===== src/mcsf_pkg.sv =====
package mcsf_pkg;

  // request codes
  localparam logic OP_START = 1'b0;
  localparam logic OP_STEP  = 1'b1;

  // span slot within one pass, in emission order
  localparam logic [1:0] PH_ROW_UP = 2'd0;  // row cy+y, half-width x
  localparam logic [1:0] PH_ROW_DN = 2'd1;  // row cy-y, half-width x
  localparam logic [1:0] PH_COL_UP = 2'd2;  // row cy+x, half-width y
  localparam logic [1:0] PH_COL_DN = 2'd3;  // row cy-x, half-width y

  // outcome of one accepted request, walker to span sequencer
  typedef struct packed {
    logic emit;  // request produces a pass of four spans
    logic fin;   // this pass is the final one of the circle
  } walk_ctl_t;

endpackage


===== src/mcsf_if.sv =====
interface mcsf_in_if #(
  parameter int COORD_BITS  = 16,
  parameter int RADIUS_BITS = 12
);
  logic                         valid;
  logic                         ready;
  logic                         opcode;
  logic signed [COORD_BITS-1:0] center_x;
  logic signed [COORD_BITS-1:0] center_y;
  logic [RADIUS_BITS-1:0]       radius_in;

  modport source (output valid, output opcode, output center_x, output center_y,
                  output radius_in, input ready);
  modport sink (input valid, input opcode, input center_x, input center_y,
                input radius_in, output ready);
endinterface

interface mcsf_out_if #(
  parameter int COORD_BITS = 16
);
  logic                       valid;
  logic                       ready;
  logic signed [COORD_BITS:0] span_row;
  logic signed [COORD_BITS:0] span_left;
  logic signed [COORD_BITS:0] span_right;
  logic                       last_span;

  modport source (output valid, output span_row, output span_left, output span_right,
                  output last_span, input ready);
  modport sink (input valid, input span_row, input span_left, input span_right,
                input last_span, output ready);
endinterface


===== src/mcsf_walk.sv =====
module mcsf_walk import mcsf_pkg::*; #(
  parameter int COORD_BITS  = 16,
  parameter int RADIUS_BITS = 12
) (
  input  logic                         clk,
  input  logic                         rst_n,
  input  logic                         take,
  input  logic                         opcode,
  input  logic signed [COORD_BITS-1:0] center_x,
  input  logic signed [COORD_BITS-1:0] center_y,
  input  logic [RADIUS_BITS-1:0]       radius_in,
  output walk_ctl_t                    ctl,
  output logic [RADIUS_BITS-1:0]       pass_x,
  output logic [RADIUS_BITS-1:0]       pass_y,
  output logic signed [COORD_BITS-1:0] pass_cx,
  output logic signed [COORD_BITS-1:0] pass_cy
);

  localparam int XW = RADIUS_BITS + 1;
  localparam int EW = RADIUS_BITS + 3;
  localparam int CW = EW + 2;

  logic signed [XW-1:0]         x_r, y_r;
  logic signed [EW-1:0]         err_r;
  logic signed [COORD_BITS-1:0] cx_r, cy_r;
  logic                         busy_r;

  logic signed [CW-1:0] xe, ye, ee, y1, e1, x1, e2;
  logic                 y_inc, x_dec, can_pass;

  always_comb begin
    xe    = CW'(x_r);
    ye    = CW'(y_r);
    ee    = CW'(err_r);
    y_inc = (ee <= CW'(0));
    y1    = y_inc ? ye + CW'(1) : ye;
    e1    = y_inc ? ee + (y1 <<< 1) + CW'(1) : ee;
    x_dec = (e1 > CW'(0));
    x1    = x_dec ? xe - CW'(1) : xe;
    e2    = x_dec ? e1 - ((x1 <<< 1) + CW'(1)) : e1;
    can_pass = busy_r && (xe >= ye);
    ctl.emit = (opcode == OP_STEP) && can_pass;
    ctl.fin  = (x1 < y1);
  end

  assign pass_x  = x_r[RADIUS_BITS-1:0];
  assign pass_y  = y_r[RADIUS_BITS-1:0];
  assign pass_cx = cx_r;
  assign pass_cy = cy_r;

  always_ff @(posedge clk) begin
    if (!rst_n) begin
      x_r    <= '0;
      y_r    <= '0;
      err_r  <= '0;
      cx_r   <= '0;
      cy_r   <= '0;
      busy_r <= 1'b0;
    end else if (take) begin
      if (opcode == OP_START) begin
        cx_r   <= center_x;
        cy_r   <= center_y;
        x_r    <= {1'b0, radius_in};
        y_r    <= '0;
        err_r  <= '0;
        busy_r <= 1'b1;
      end else if (ctl.emit) begin
        x_r    <= x1[XW-1:0];
        y_r    <= y1[XW-1:0];
        err_r  <= e2[EW-1:0];
        busy_r <= !ctl.fin;
      end else begin
        busy_r <= 1'b0;
      end
    end
  end

endmodule


===== src/mcsf_span.sv =====
module mcsf_span import mcsf_pkg::*; #(
  parameter int COORD_BITS  = 16,
  parameter int RADIUS_BITS = 12
) (
  input  logic                         clk,
  input  logic                         rst_n,
  input  logic                         load,
  input  logic                         fin,
  input  logic [RADIUS_BITS-1:0]       pass_x,
  input  logic [RADIUS_BITS-1:0]       pass_y,
  input  logic signed [COORD_BITS-1:0] pass_cx,
  input  logic signed [COORD_BITS-1:0] pass_cy,
  input  logic                         out_ready,
  output logic                         out_valid,
  output logic                         slot_free,
  output logic signed [COORD_BITS:0]   span_row,
  output logic signed [COORD_BITS:0]   span_left,
  output logic signed [COORD_BITS:0]   span_right,
  output logic                         last_span
);

  localparam int SW = ((COORD_BITS > RADIUS_BITS) ? COORD_BITS : RADIUS_BITS) + 2;

  logic                         valid_r;
  logic [1:0]                   phase_r;
  logic                         fin_r;
  logic [RADIUS_BITS-1:0]       x_r, y_r;
  logic signed [COORD_BITS-1:0] cx_r, cy_r;

  logic signed [SW-1:0] xe, ye, cxe, cye, off, half, row_full, left_full, right_full;
  logic                 pass_done;

  assign pass_done = valid_r && out_ready && (phase_r == PH_COL_DN);
  assign slot_free = !valid_r || pass_done;

  always_comb begin
    xe  = SW'($signed({1'b0, x_r}));
    ye  = SW'($signed({1'b0, y_r}));
    cxe = SW'(cx_r);
    cye = SW'(cy_r);
    case (phase_r)
      PH_ROW_UP: off = ye;
      PH_ROW_DN: off = -ye;
      PH_COL_UP: off = xe;
      PH_COL_DN: off = -xe;
      default:   off = ye;
    endcase
    half       = (phase_r == PH_ROW_UP || phase_r == PH_ROW_DN) ? xe : ye;
    row_full   = cye + off;
    left_full  = cxe - half;
    right_full = cxe + half;
  end

  assign out_valid  = valid_r;
  assign span_row   = row_full[COORD_BITS:0];
  assign span_left  = left_full[COORD_BITS:0];
  assign span_right = right_full[COORD_BITS:0];
  assign last_span  = fin_r && (phase_r == PH_COL_DN);

  always_ff @(posedge clk) begin
    if (!rst_n) begin
      valid_r <= 1'b0;
      phase_r <= PH_ROW_UP;
    end else if (load) begin
      valid_r <= 1'b1;
      phase_r <= PH_ROW_UP;
    end else if (valid_r && out_ready) begin
      if (phase_r == PH_COL_DN) begin
        valid_r <= 1'b0;
      end
      phase_r <= phase_r + 2'd1;
    end
  end

  always_ff @(posedge clk) begin
    if (load) begin
      fin_r <= fin;
      x_r   <= pass_x;
      y_r   <= pass_y;
      cx_r  <= pass_cx;
      cy_r  <= pass_cy;
    end
  end

endmodule


===== src/midpoint_circle_span_fill_top.sv =====
// latency: a step request accepted at one edge shows its first span in the next cycle
// throughput: four spans per step leave the span sequencer one per cycle while out_req.ready
//   is high; a start or an empty step returns nothing
// reset: synchronous active-low rst_n clears the walk state (no circle active) and
//   empties the span sequencer
module midpoint_circle_span_fill_top import mcsf_pkg::*; #(
  parameter int COORD_BITS  = 16,
  parameter int RADIUS_BITS = 12
) (
  input logic       clk,
  input logic       rst_n,
  mcsf_in_if.sink   in_req,
  mcsf_out_if.source out_req
);

  // request handshake
  logic      take;
  logic      slot_free;
  walk_ctl_t ctl;

  // pass snapshot handed from walker to sequencer
  logic [RADIUS_BITS-1:0]       pass_x, pass_y;
  logic signed [COORD_BITS-1:0] pass_cx, pass_cy;

  // a new request is taken as soon as the sequencer is empty or hands over its last span
  assign in_req.ready = slot_free;
  assign take         = in_req.valid && slot_free;

  // octant walker: holds centre, x, y, error and busy; updates on each taken request
  mcsf_walk #(
    .COORD_BITS  (COORD_BITS),
    .RADIUS_BITS (RADIUS_BITS)
  ) u_walk (
    .clk       (clk),
    .rst_n     (rst_n),
    .take      (take),
    .opcode    (in_req.opcode),
    .center_x  (in_req.center_x),
    .center_y  (in_req.center_y),
    .radius_in (in_req.radius_in),
    .ctl       (ctl),
    .pass_x    (pass_x),
    .pass_y    (pass_y),
    .pass_cx   (pass_cx),
    .pass_cy   (pass_cy)
  );

  // span sequencer: latches the pre-update x, y and centre, then plays out
  // rows cy+y, cy-y, cy+x, cy-x one per cycle while out_req.ready is high
  mcsf_span #(
    .COORD_BITS  (COORD_BITS),
    .RADIUS_BITS (RADIUS_BITS)
  ) u_span (
    .clk        (clk),
    .rst_n      (rst_n),
    .load       (take && ctl.emit),
    .fin        (ctl.fin),
    .pass_x     (pass_x),
    .pass_y     (pass_y),
    .pass_cx    (pass_cx),
    .pass_cy    (pass_cy),
    .out_ready  (out_req.ready),
    .out_valid  (out_req.valid),
    .slot_free  (slot_free),
    .span_row   (out_req.span_row),
    .span_left  (out_req.span_left),
    .span_right (out_req.span_right),
    .last_span  (out_req.last_span)
  );

endmodule


===== src/flat_wrapper.sv =====
// flat-port wrapper written by rule: the top's interface ports become plain ports
module midpoint_circle_span_fill_top_flat import mcsf_pkg::*;
#(
  parameter int COORD_BITS  = 16,
  parameter int RADIUS_BITS = 12
)
  (clk, rst_n, in_req_valid, in_req_opcode, in_req_center_x, in_req_center_y, in_req_radius_in, in_req_ready, out_req_valid, out_req_span_row, out_req_span_left, out_req_span_right, out_req_last_span, out_req_ready);
  mcsf_in_if #(.COORD_BITS(COORD_BITS), .RADIUS_BITS(RADIUS_BITS)) in_req_i ();
  mcsf_out_if #(.COORD_BITS(COORD_BITS)) out_req_i ();
  input logic clk;
  input logic rst_n;
  input wire logic [$bits(in_req_i.valid)-1:0] in_req_valid;
  input wire logic [$bits(in_req_i.opcode)-1:0] in_req_opcode;
  input wire logic [$bits(in_req_i.center_x)-1:0] in_req_center_x;
  input wire logic [$bits(in_req_i.center_y)-1:0] in_req_center_y;
  input wire logic [$bits(in_req_i.radius_in)-1:0] in_req_radius_in;
  output wire logic [$bits(in_req_i.ready)-1:0] in_req_ready;
  output wire logic [$bits(out_req_i.valid)-1:0] out_req_valid;
  output wire logic [$bits(out_req_i.span_row)-1:0] out_req_span_row;
  output wire logic [$bits(out_req_i.span_left)-1:0] out_req_span_left;
  output wire logic [$bits(out_req_i.span_right)-1:0] out_req_span_right;
  output wire logic [$bits(out_req_i.last_span)-1:0] out_req_last_span;
  input wire logic [$bits(out_req_i.ready)-1:0] out_req_ready;
  assign in_req_i.valid = in_req_valid;
  assign in_req_i.opcode = in_req_opcode;
  assign in_req_i.center_x = in_req_center_x;
  assign in_req_i.center_y = in_req_center_y;
  assign in_req_i.radius_in = in_req_radius_in;
  assign in_req_ready = in_req_i.ready;
  assign out_req_valid = out_req_i.valid;
  assign out_req_span_row = out_req_i.span_row;
  assign out_req_span_left = out_req_i.span_left;
  assign out_req_span_right = out_req_i.span_right;
  assign out_req_last_span = out_req_i.last_span;
  assign out_req_i.ready = out_req_ready;
  midpoint_circle_span_fill_top #(.COORD_BITS(COORD_BITS), .RADIUS_BITS(RADIUS_BITS)) u_core (.clk(clk), .rst_n(rst_n), .in_req(in_req_i), .out_req(out_req_i));
endmodule

===== config.mk =====
export PLATFORM = sky130hd
export DESIGN_NAME = midpoint_circle_span_fill_top_flat
export DESIGN_NICKNAME = d
export VERILOG_FILES = /design/src/mcsf_pkg.sv /design/src/mcsf_if.sv /design/src/mcsf_walk.sv /design/src/mcsf_span.sv /design/src/midpoint_circle_span_fill_top.sv /design/src/flat_wrapper.sv
export SDC_FILE = /design/constraint.sdc
export NUM_CORES = 1
export LEC_CHECK = 0
export BUFFER_PORTS_ARGS = -buffer_cell sky130_fd_sc_hd__buf_2
export CORE_ASPECT_RATIO = 0.6
export CORE_MARGIN = 2
export CORE_UTILIZATION = 28
export CTS_BUF_LIST = sky130_fd_sc_hd__clkbuf_8
export CTS_CLUSTER_DIAMETER = 200
export DETAILED_ROUTE_END_ITERATION = 8
export GPL_ROUTABILITY_DRIVEN = 0
export GPL_TIMING_DRIVEN = 0
export MAX_ROUTING_LAYER = met4
export PLACE_DENSITY = 0.48
export SLEW_MARGIN = 20
export SYNTH_ARGS = -nofsm -noshare
export SYNTH_HDL_FRONTEND = slang
export SYNTH_SLANG_ARGS = --single-unit

===== constraint.sdc =====
create_clock -name clk -period 12.8 [get_ports clk]
set_clock_uncertainty 0.2 [all_clocks]
set_input_delay 1.92 -clock clk [delete_from_list [all_inputs] [get_ports clk]]
set_output_delay 1.92 -clock clk [all_outputs]
set_load 0.05 [all_outputs]

==> Yosys cells after proc, flatten, opt, wreduce, memory -nomap -nowiden <==
Index checks and enable logic that the tools add are counted.
{ "word_totals": {"output_inout_bits": 54, "in_bits": 49, "wordCells": 70, "register_bits": 134} }
{ "classes": {"n_addsub": 12, "bitwise_logic": 2, "reduce_logical": 18, "muxes": 17, "n_eq_ne": 4, "magnitude_cmp": 4} }
{ "op_table": {"columns": ["operator", "count"], "rows": [
  ["$pmux 17 s4", 1],
  ["$mux 13", 4],
  ["$mux 17", 3],
  ["$mux 15", 3],
  ["$neg 12->17", 2],
  ["$add 15x17->17", 1],
  ["$add 16x13->17", 1],
  ["$add 16x17->17", 1],
  ["$add 17x2->17 const B", 1],
  ["$gt 17x1->1 const B", 1],
  ["$lt 17x17->1", 1],
  ["$sub 16x13->17", 1],
  ["$add 15x2->15 const B", 1],
  ["$le 15x1->1 const B", 1],
  ["$sub 15x15->15", 1],
  ["$add 13x2->14 const B", 1],
  ["$sub 13x2->14 const B", 1],
  ["$ge 13x13->1", 1],
  ["$mux 12", 1],
  ["$logic_and 1x1->1", 7],
  ["$reduce_and 2->1", 3],
  ["$mux 1", 5],
  ["$eq 2x2->1 const B", 2],
  ["$reduce_bool 2->1", 2],
  ["8 further kinds", 11]
]} }

==> Depth between registers and ports, before layout <==
{ "depth": {"depth_word": 12, "ltp_mapped": 33, "ltp_nobuf": 31} }

==> Hierarchy <==
From an unflattened synthesis, not the netlist that was laid out.
{ "unflattened": {"cells_unflattened": 1372, "hier_area_um2": 11224.5} }
{ "modules_own_cells": {"columns": ["mod", "n_inst", "area_per_inst_um2", "cells_per_inst", "seq_area_each_um2"], "rows": [
  ["mcsf_walk", 1, 6287.3, 844, 1481.4],
  ["mcsf_span", 1, 4924.7, 526, 1771.7],
  ["midpoint_circle_span_fill_top", 1, 12.5, 2, 0.0]
]} }

==> Least setup slack after synthesis <==
No wires, ideal clock.
{ "synth_path": {"path_kind": "reg2reg", "from": "reg u_core.u_walk.err_r[0]", "to": "reg u_core.u_walk.err_r[14]", "setup_ps": 123, "synth_period_minus_slack_ps": 6993, "path_stages_with_launch": 34, "required_ps": 12477, "arrival_time_ps": 6670, "path_buffers": 3, "path_slack_ps": 5807, "path_cell_list": "dfxtp_1 -> buf_2 -> nor3_2 -> a41oi_1 -> nor3_1 -> and4_1 -> clkbuf_1 -> nand2_1 -> nor2_1 -> and3_1 -> xnor2_1 -> ha_1 -> a21o_1 -> nor2_1 -> nand2_1 -> and3_1 -> a32o_1 -> a2111oi_4 -> a31oi_4 -> buf_2 -> a21oi_1 -> inv_1 -> ha_1 -> nor2b_1 -> o21ai_0 -> nand2b_1 -> a21o_1 -> a31oi_1 -> o21ai_0 -> o41ai_1 -> mux2i_1 -> o21ai_0 -> xnor2_1 -> o21ai_0"} }
{ "synth_between": {"elab_chain_len": 12} }
{ "synth_rtl": {"columns": ["item", "line", "source"], "rows": [
  ["start: declaration", "mcsf_walk.sv:24", "logic signed [EW-1:0] err_r;"],
  ["start signal: assignment", "mcsf_walk.sv:70", "err_r <= e2[EW-1:0];"],
  ["$le 15x1->1", "mcsf_walk.sv:35", "y_inc = (ee <= CW'(0));"],
  ["$mux 17", "mcsf_walk.sv:36", "y1 = y_inc ? ye + CW'(1) : ye;"],
  ["$add 15x17->17", "mcsf_walk.sv:37", "e1 = y_inc ? ee + (y1 <<< 1) + CW'(1) : ee;"],
  ["$add 17x2->17", "mcsf_walk.sv:37", null],
  ["$mux 17 (*)", "mcsf_walk.sv:37", null],
  ["$gt 17x1->1", "mcsf_walk.sv:38", "x_dec = (e1 > CW'(0));"],
  ["$mux 17", "mcsf_walk.sv:39", "x1 = x_dec ? xe - CW'(1) : xe;"],
  ["$add 15x2->15", "mcsf_walk.sv:40", "e2 = x_dec ? e1 - ((x1 <<< 1) + CW'(1)) : e1;"],
  ["$sub 15x15->15", "mcsf_walk.sv:40", null],
  ["$mux 15 (*)", "mcsf_walk.sv:40", null],
  ["$mux 15 (*)", "mcsf_walk.sv:67", "end else if (ctl.emit) begin"],
  ["$mux 15 (*)", "mcsf_walk.sv:60", "if (opcode == OP_START) begin"]
]} }
Every way passes the cells marked *; elsewhere a longest branch is shown, timed or not. The select of a mux whose other input is x is not followed.
A chain may end at the register's enable or synchronous reset.

==> Worst setup path in the final report <==
{ "layout_path": {"from": "reg u_core.u_walk.err_r[9]", "to": "reg u_core.u_walk.err_r[14]"} }
Same word-level chain as after synthesis.

==> results.toml <==
[routing]
drt_wl_total_um = 35300
drt-initial-drc-count = 886
drc = 0
drtAntennaViolNets = 0
drt-vias-per-instance = 5.02
wl_per_cell_um = 18.3
vias = 9679
dr.pass1.iters = 6

[cts]
htreeDepth = 4
cts_num_sinks = 134
clk-insertion-delay-late_ns = 0.46
cts_tree = "done"
holdBufCountCts = 0
clk_path_buf_depth = 2
cts-root-buf = "clkbuf_8"
numCtsBuffers = 17
path_clk_slew_ns = 0.09
cts_resized = 0
post_cts_buffers = 0

[setup_path]
cp_common_cell = "o21ai_0"
reg2regPathDepth = 29
path_class = "reg -> reg"
cp-end-kind = "flop"
critPathMaxFanout = 10
cp.arrival_ns = 9.76
r2r_start = "u_core.u_walk.err_r[9]"
start_kind = "flop"
cpPeakStageDelay_ns = 0.67
ff2ff_setup_slack_ns = 3.18
crit_start = "u_core.u_walk.err_r[9]"
required_ns = 12.95
crit_slowest_cell = "o41ai_1"

[timing]
final.setup.worst_slack_ns = 3.18
timing.slew.headroom_pct = 28.4
min_period_ns = 9.62
slew_violations = 0
timing.fmax_mhz = 104
worst_pin_slew_ns = 1.07
hold_viol = 0
finalCritPeriodShare_pct = 75.1
fin_tns_setup_ns = 0
grt_setup_unrepaired = "no"
setup_violations = 0

[yosys]
syn_area_sq_um = 10500
synth_edf_count = 57
synthXorXnorAreaFrac_pct = 6.77
synth_nets = 1449
ys_seq_elements = 134
ys_async_sr_fraction_pct = 0
synthFlopType = "dfxtp_1"
yosys.area.top_type = "edfxtp_1"
postSynthCellCount = 1293
synth_top_family_by_area = "compound AO/OA/AOI/OAI gates"
synth_compound_area_share_pct = 20.9
synth.avg_cell_area_sq_um = 8.09
yosysUniqueCellTypes = 85
yosys-top-cells-area = "edfxtp_1, dfxtp_1, ha_1"
synth_top_area_share_pct = 16.4
yosysWarnings = 0
synthSimpleGateAreaFrac_pct = 19.7
yosys.area_share.adder_pct = 13.2
muxShareOfSynthArea_pct = 2.21
ys_seq_area_share_pct = 31.1

[floorplan]
die_h_um = 154
start_util_pct = 28.6
dieArea_sq_um = 39000
coreArea_sq_um = 36600
io_pins = 103
die_width_um = 253
num_rows = 54

[global_routing]
grt_pass1_vias = 8961
grt.met1_usage_pct = 29.8
grt-ovfl-total = 0
grtUsageTotal_pct = 18.8
grt_pass1_wl_um = 53800
use_met2_pct = 22.3
grt_most_used_layer = "met1"
met3_usage_pct = 5.79
antenna_found_initial = 0
grt_max_degree = 48

[placed_design]
place_ws_ns = 3.55
post-dp-hpwl_um = 28500
numPortBuffers = 101
place_area_sq_um = 11600
dp.cells = 1899

[final_layout]
diodes = 0
nNetsFinal = 1570
design_area_sq_um = 12100
synthToLayoutAreaGrowth_pct = 15.4
nFillCells = 3864
finalNonFillerCells = 1930
layout-drive-gt1-share_pct = 11.7

[power]
p_total_mw = 2.21
vdd_drop_max_mv = 0.0914
cellLeakagePower_nw = 4.91
cellPowerDensity_nw_per_um2 = 183

[hold_path]
min_from = "u_core.u_walk.pass_cy[1]"
hp-class = "reg -> reg"
holdPathStages = 0

[flow_run]
maxCapViolCount = 0

[run_status]
status = "finished clean"
state kept, by name, indices dropped and copies added, names as in the netlist:
name                     cells
u_core.u_walk.pass_cy       16
u_core.u_walk.pass_cx       16
u_core.u_span.y_r           12
u_core.u_span.cy_r          16
u_core.u_span.fin_r          1
u_core.u_span.phase_r        2
u_core.u_walk.x_r           13
u_core.u_walk.busy_r         1
u_core.u_span.cx_r          16
u_core.u_walk.y_r           13
u_core.u_walk.err_r         15
u_core.u_span.x_r           12
u_core.u_span.out_valid      1
power breakdown:
part           total, mW  internal, mW  leakage, nW  switching [mW]
Combinational       1.31         0.492         3.55           0.815
Clock              0.397         0.216        0.214           0.181
Sequential         0.505         0.473         1.14          0.0320
Total               2.21          1.18         4.91            1.03
cell usage after synthesis, types with 22 or more instances:
cell type and n:
ha_1 102, inv_1 114, mux2i_1 22, nor3_1 42, xnor2_1 63, a21oi_1 131
clkbuf_1 40, nand3_1 37, o21ai_0 70, nor2_1 109, edfxtp_1 57, nand2_1 153
dfxtp_1 77
layout make-up:
type	instances	area, sq um	area share [%]
clock inverter	13	181	1.50
multi-input combinational	993	6570	54.5
inverter	115	432	3.58
buffer	51	216	1.79
sequential	134	3250	27.0
timing repair buffer	102	533	4.42
clock buffer	18	248	2.05
tap	504	631	5.23
cells by family (layout without fill, tap and decap cells):
group,after synthesis,after routing
flip-flops,134,134
adder cells (fa/ha/maj),107,107
buffers and inverters,166,299
AO/OA/AOI/OAI,345,345
XOR/XNOR,80,80
AND/OR/NAND/NOR,438,438
multiplexers,23,23
final timing paths:
path | endpoint
setup / recovery | u_core.u_walk.err_r[14]
hold / removal | u_core.u_span.cy_r[1]
setup reg to reg | u_core.u_walk.err_r[14]
hold reg to reg | u_core.u_span.cy_r[1]
critical path: cells and delay by family (launching register included):
kind	cells	cell delay [ns]
AO/OA/AOI/OAI	13	3.77
AND/OR/NAND/NOR	9	3.25
adder cells (fa/ha/maj)	2	0.71
XOR/XNOR	2	0.52
buffers and inverters	2	0.42
flip-flops	1	0.36
multiplexers	1	0.25
placed cells by master, fill, tap and decap left out, drive strengths merged, types with 5 or more instances in the layout:
cell	instances
clkbuf	59
a21o	16
and2	5
a31oi	16
o21bai	15
nand2b	12
or2	5
nor3	44
mux2i	22
and3	11
edfxtp	57
o21a	9
o22ai	12
a21oi	132
nand4	8
inv	114
clkinv	8
nor4	10
or3	10
nand3	37
a22oi	12
o41ai	5
o21ai	71
nand2	155
buf	112
nor2b	12
nor2	109
xor2	16
dfxtp	77
xnor2	64
fa	5
ha	102
a21boi	5
routing by layer:
metal / part of all wire (%) / vias to the layer above
met1: 56 / 4516
met2: 34 / 323
li1: - / 4825
met3: 9.3 / 15
met5: 0 / -
met4: 0.68 / 0
per-stage QoR:
step | util (%) | hold WS [ns]
after floorplan | - | 0.208
after global placement | 31.7 | 0.212
after CTS | 33.0 | 0.231
after global routing | 33.0 | 0.239
after detailed placement | 31.8 | 0.212
final | 33.0 | 0.230
(Power assumes the default switching activity.)
